===== config.mk =====
export PLATFORM = sky130hd
export DESIGN_NAME = hics_ram
export DESIGN_NICKNAME = d
export VERILOG_FILES = /design/src/histogram_inverse_cdf_sampler_top_assert.svh /design/src/hics_ram.sv
export SDC_FILE = /design/constraint.sdc
export NUM_CORES = 1
export LEC_CHECK = 0
export BUFFER_PORTS_ARGS = -buffer_cell sky130_fd_sc_hd__buf_2
export CAP_MARGIN = 30
export CELL_PAD_IN_SITES_DETAIL_PLACEMENT = 1
export CELL_PAD_IN_SITES_GLOBAL_PLACEMENT = 2
export CORE_ASPECT_RATIO = 0.5
export CORE_UTILIZATION = 48
export CTS_CLUSTER_SIZE = 10
export DETAILED_ROUTE_END_ITERATION = 7
export PLACE_DENSITY = 0.85
export SLEW_MARGIN = 20
export SYNTH_ARGS = -nofsm -noshare
export SYNTH_HDL_FRONTEND = slang
export SYNTH_SLANG_ARGS = --single-unit
export TNS_END_PERCENT = 100

===== constraint.sdc =====
create_clock -name clk -period 2.4 [get_ports clk]
set_input_delay 0.48 -clock clk [delete_from_list [all_inputs] [get_ports clk]]
set_output_delay 0.48 -clock clk [all_outputs]
set_load 0.02 [all_outputs]

===== src/histogram_inverse_cdf_sampler_top_assert.svh =====
// Assertion macros for the histogram inverse-CDF sampler.
`ifndef HISTOGRAM_INVERSE_CDF_SAMPLER_TOP_ASSERT_SVH
`define HISTOGRAM_INVERSE_CDF_SAMPLER_TOP_ASSERT_SVH
`ifndef SYNTHESIS
`define HICS_ASSERT_IMP(lbl, ant, con) \
  lbl: assert property (@(posedge clk) disable iff (!rst_n) (ant) |-> (con)) \
    else $error("hics assertion failed");
`define HICS_ASSERT_NXT(lbl, ant, con) \
  lbl: assert property (@(posedge clk) disable iff (!rst_n) (ant) |=> (con)) \
    else $error("hics assertion failed");
`else
`define HICS_ASSERT_IMP(lbl, ant, con)
`define HICS_ASSERT_NXT(lbl, ant, con)
`endif
`endif


===== src/hics_ram.sv =====
// Generic single-port RAM with registered read.
module hics_ram #(
  parameter int WIDTH = 8,
  parameter int DEPTH = 16
) (
  input  logic                     clk,
  input  logic                     we,
  input  logic [$clog2(DEPTH)-1:0] addr,
  input  logic [WIDTH-1:0]         wdata,
  output logic [WIDTH-1:0]         rdata
);
  logic [WIDTH-1:0] mem [DEPTH];

  always_ff @(posedge clk) begin
    if (we) begin
      mem[addr] <= wdata;
    end
    rdata <= mem[addr];
  end
endmodule


# Word level (Yosys, flattened, before mapping)
# Memory sizes are Yosys's and may differ from the RTL's. A register that Yosys moved wholly into a read port is not among the register bits.
# Index checks and enable logic that the tools add are counted.
[totals]
reg_bits = 0
ram_bits = 128
in_bits = 14
out_inout_bits = 8
mem_count = 1
[mem_list]
columns = ["name", "depth", "width", "read_ports", "rd_ports_with_merged_regs", "write_ports", "line_no", "source"]
rows = [
  ["mem", 16, 8, 1, 1, 1, "hics_ram.sv:12", "logic [WIDTH-1:0] mem [DEPTH];"],
]
[classes]
n_mux = 2
[ops]
columns = ["op", "n"]
rows = [
  ["$mux W1", 2],
]

# Depth between registers and ports, before layout
[depth]
ltp_word = 2
depth_mapped = 5

# Worst setup path after synthesis
# OpenSTA, ideal clock, no wires.
[synth_timing]
path_kind = "input-to-reg"
from = "input port addr[2]"
to = "memory mem[0][0] (enable)"
setup_time_ps = 383
arrival_ps = 1590
path_slack_ps = 427
stages = 2
n_path_buf = 0
path_cell_list = "or3b_2 -> nor3_1"
[synth_lines]
columns = ["element", "line_no", "source"]
rows = [
  ["start, declared", "hics_ram.sv:8", "input logic [$clog2(DEPTH)-1:0] addr,"],
  ["end, declared", "hics_ram.sv:12", ""],
]
# No word-level cell before the write port.

# Worst setup path after layout
[layout_timing]
from = "input port addr[1]"
to = "memory mem[13][5] (enable)"
# No word-level cell before the write port.

==> impl_metrics.ini <==
[outcome]
status = finished with violations
failed_checks = DRC

[cts]
cts_setup_buffers = 0
clk_pin_slew_worst_paths_ns = 0.06
ctsHoldBuffers = 0
clk_latency_ns = 0.42
cts_tree = yes
cts_htree_levels = 4
clock-sinks = 136
cts_max_path_buffers = 2
ctsResizeCount = 0
cts_buffers = 17
root_buffer = clkbuf_16

[critical_path]
cp_slowest_stage_delay_ns = 0.77
rr_endpoint = rdata[3]
start_kind = input port
path_cells = buf_2 -> nand2b_1 -> nor2_1
r2r-start = mem[1][3]
crit_required_ns = 2.44
rr_worst_depth = 3
crit_path_top_delay_cell = nor2_1
crit_path_max_fanout = 12
arrival_ns = 1.74
reg2reg_slack_ns = 0.88
crit_type = in -> reg
crit_path_end_kind = flop

[timing]
fmax_mhz = 588
skew_ns = 0.00602
slew_headroom_pct = 35.2
period_minus_slack_ns = 1.70
drv_slew = 0
max_slew.worst_pin.slew_ns = 0.969
fin_setup_tns_ns = 0
rsz0062_at_grt = no
setup_viol = 0
timing.final.crit_share_pct = 70.9
hold_violations = 0

[route]
vias = 2530
routed_via_density = 5.87
ant_nets = 0
routed_wl_mm = 11.6
first_iter_violations = 328
drt-pass1-iter-count = 6
wire_per_inst_um = 27.0
drc = 1

[place]
io_buffers = 21
globalplace.congestion = 0.743
placement.cell_area_um2 = 5460
dp_cells = 399
dp.final_hpwl_mm = 6.94

[floorplan]
dieWidth_um = 147
initial_utilization_pct = 49.5
die_area_um2 = 11000
rows = 26
die_h_um = 74.7
core_area_um2 = 10200
io_pins = 22

[cells_and_area]
final_cells = 431
diodes = 0
regArea_um2 = 4000
layout_commonest_cell = edfxtp_1
nets = 292
drive_gt1_share_pct = 36.1
fin_area_um2 = 6080
multi_input_area_um2 = 1000
layout_common_cells = 128 x edfxtp_1, 32 x mux4_2, 21 x buf_2
synthToLayoutAreaGrowth_pct = 20.0
num-fill-cells = 878

[global_routing]
grt_first_pass_wirelength_mm = 16.9
antenna_found_initial = 0
grt_max_degree = 20
first_global_vias = 2644
grt_usage_pct = 23.2
grt_overflow_total = 0

[synth]
ys_ff_latch = 136
netlist_area_um2 = 5070
yosysWarningCount = 0
synth_cell_types = 18
netlist_instances = 230
synth_area_per_cell_um2 = 22.0
synth_seq_area_share_pct = 79.0
synth.net_count = 244

[min_path]
whs_path_depth = 1
hp-class = in -> reg
min-delay-start = wdata[7]
min_to = mem[7][7]

[power_and_ir_drop]
power.share.switching_pct = 21.3
power_frac_seq_pct = 46.7
leakage_nw = 2.03
switchingPower_mw = 1.22
clock_power_share_pct = 48.4
p_per_area_nw_per_um2 = 941
p_comb_share_pct = 4.9
internal-power_mw = 4.51
ir_worst_vdd_v = 0.000399

[job]
maxCapViolations = 0
## worst max-delay path by stage
stage | start | end | slack (ns) | cells past startpoint
3_5_place_dp | addr[0] | rdata[6] | 0.31 | 5
3_3_place_gp | addr[0] | rdata[6] | 0.36 | 5
2_1_floorplan | addr[2] | mem[0][0] | 0.43 | 2
6_report | addr[1] | mem[13][5] | 0.70 | 3
5_1_grt | addr[0] | rdata[6] | 0.63 | 5
4_1_cts | addr[0] | rdata[6] | 0.70 | 5
## metrics by stage
step | utilization [%] | setup WS [ns] | power [mW] | hold WS [ns]
final | 59.4 | 0.700 | 5.72 | 0.453
after global routing | 59.4 | 0.631 | 5.86 | 0.463
after CTS | 59.4 | 0.696 | 5.76 | 0.449
after detailed placement | 53.2 | 0.305 | 3.00 | 0.683
after global placement | 53.2 | 0.362 | 2.99 | 0.667
after floorplan | - | 0.427 | 2.87 | 0.579
## cell families (layout without fill, tap and decap cells)
family	Yosys count	in the layout	synth area share, %
compound gates	16	16	2.37
buf+inv	11	72	1.19
flops	136	136	79.0
simple gates	35	35	3.21
mux	32	32	14.2
## worst max-delay path: cells and delay by family
kind / cells / cell delay (ns)
buffers and inverters: 1 / 0.21
and+or+nand+nor: 2 / 1.04
## Yosys cell counts
master    instances  area, um^2
a22oi_1          16         120
and2_1            1        6.26
buf_1             4        15.0
buf_2             2        10.0
buf_6             2        22.5
clkbuf_1          2        7.51
clkbuf_2          1        5.00
dfxtp_1           8         160
edfxtp_1        128        3840
mux4_2           32         721
nand2_1           9        33.8
nand2b_1          2        12.5
nand3_1           1        5.00
nand3b_1          2        15.0
nor2_1           13        48.8
nor2b_1           2        12.5
nor3_1            4        20.0
or3b_2            1        8.76
## final cells by class
cell class | instances | share of cell area, %
tap | 140 | 2.88
multi-input combinational | 83 | 16.5
sequential | 136 | 65.8
timing repair buffer | 40 | 4.48
clock buffer | 17 | 6.99
clock inverter | 15 | 3.31
## power by group through the flow
stage	clock, mW	combinational [mW]	sequential, mW
final	2.77	0.280	2.68
after global routing	2.88	0.300	2.68
after CTS	2.80	0.283	2.68
after detailed placement	0	0.276	2.72
after global placement	0	0.268	2.72
after floorplan	0	0.137	2.74
## routing by layer
metal  part of all wire [%]  vias to the layer above  GRT usage [%]
li1                       -                     1061              -
met1                     42                     1354           30.6
met2                     49                       97           37.3
met3                    7.0                       18           7.15
met4                    1.7                        0           9.05
met5                      0                        -              0
## registers in the layout (all words and copies together), names as in the netlist
register,flops
rdata,8
mem,128
Note: power is estimated with default switching activity, not from simulation.
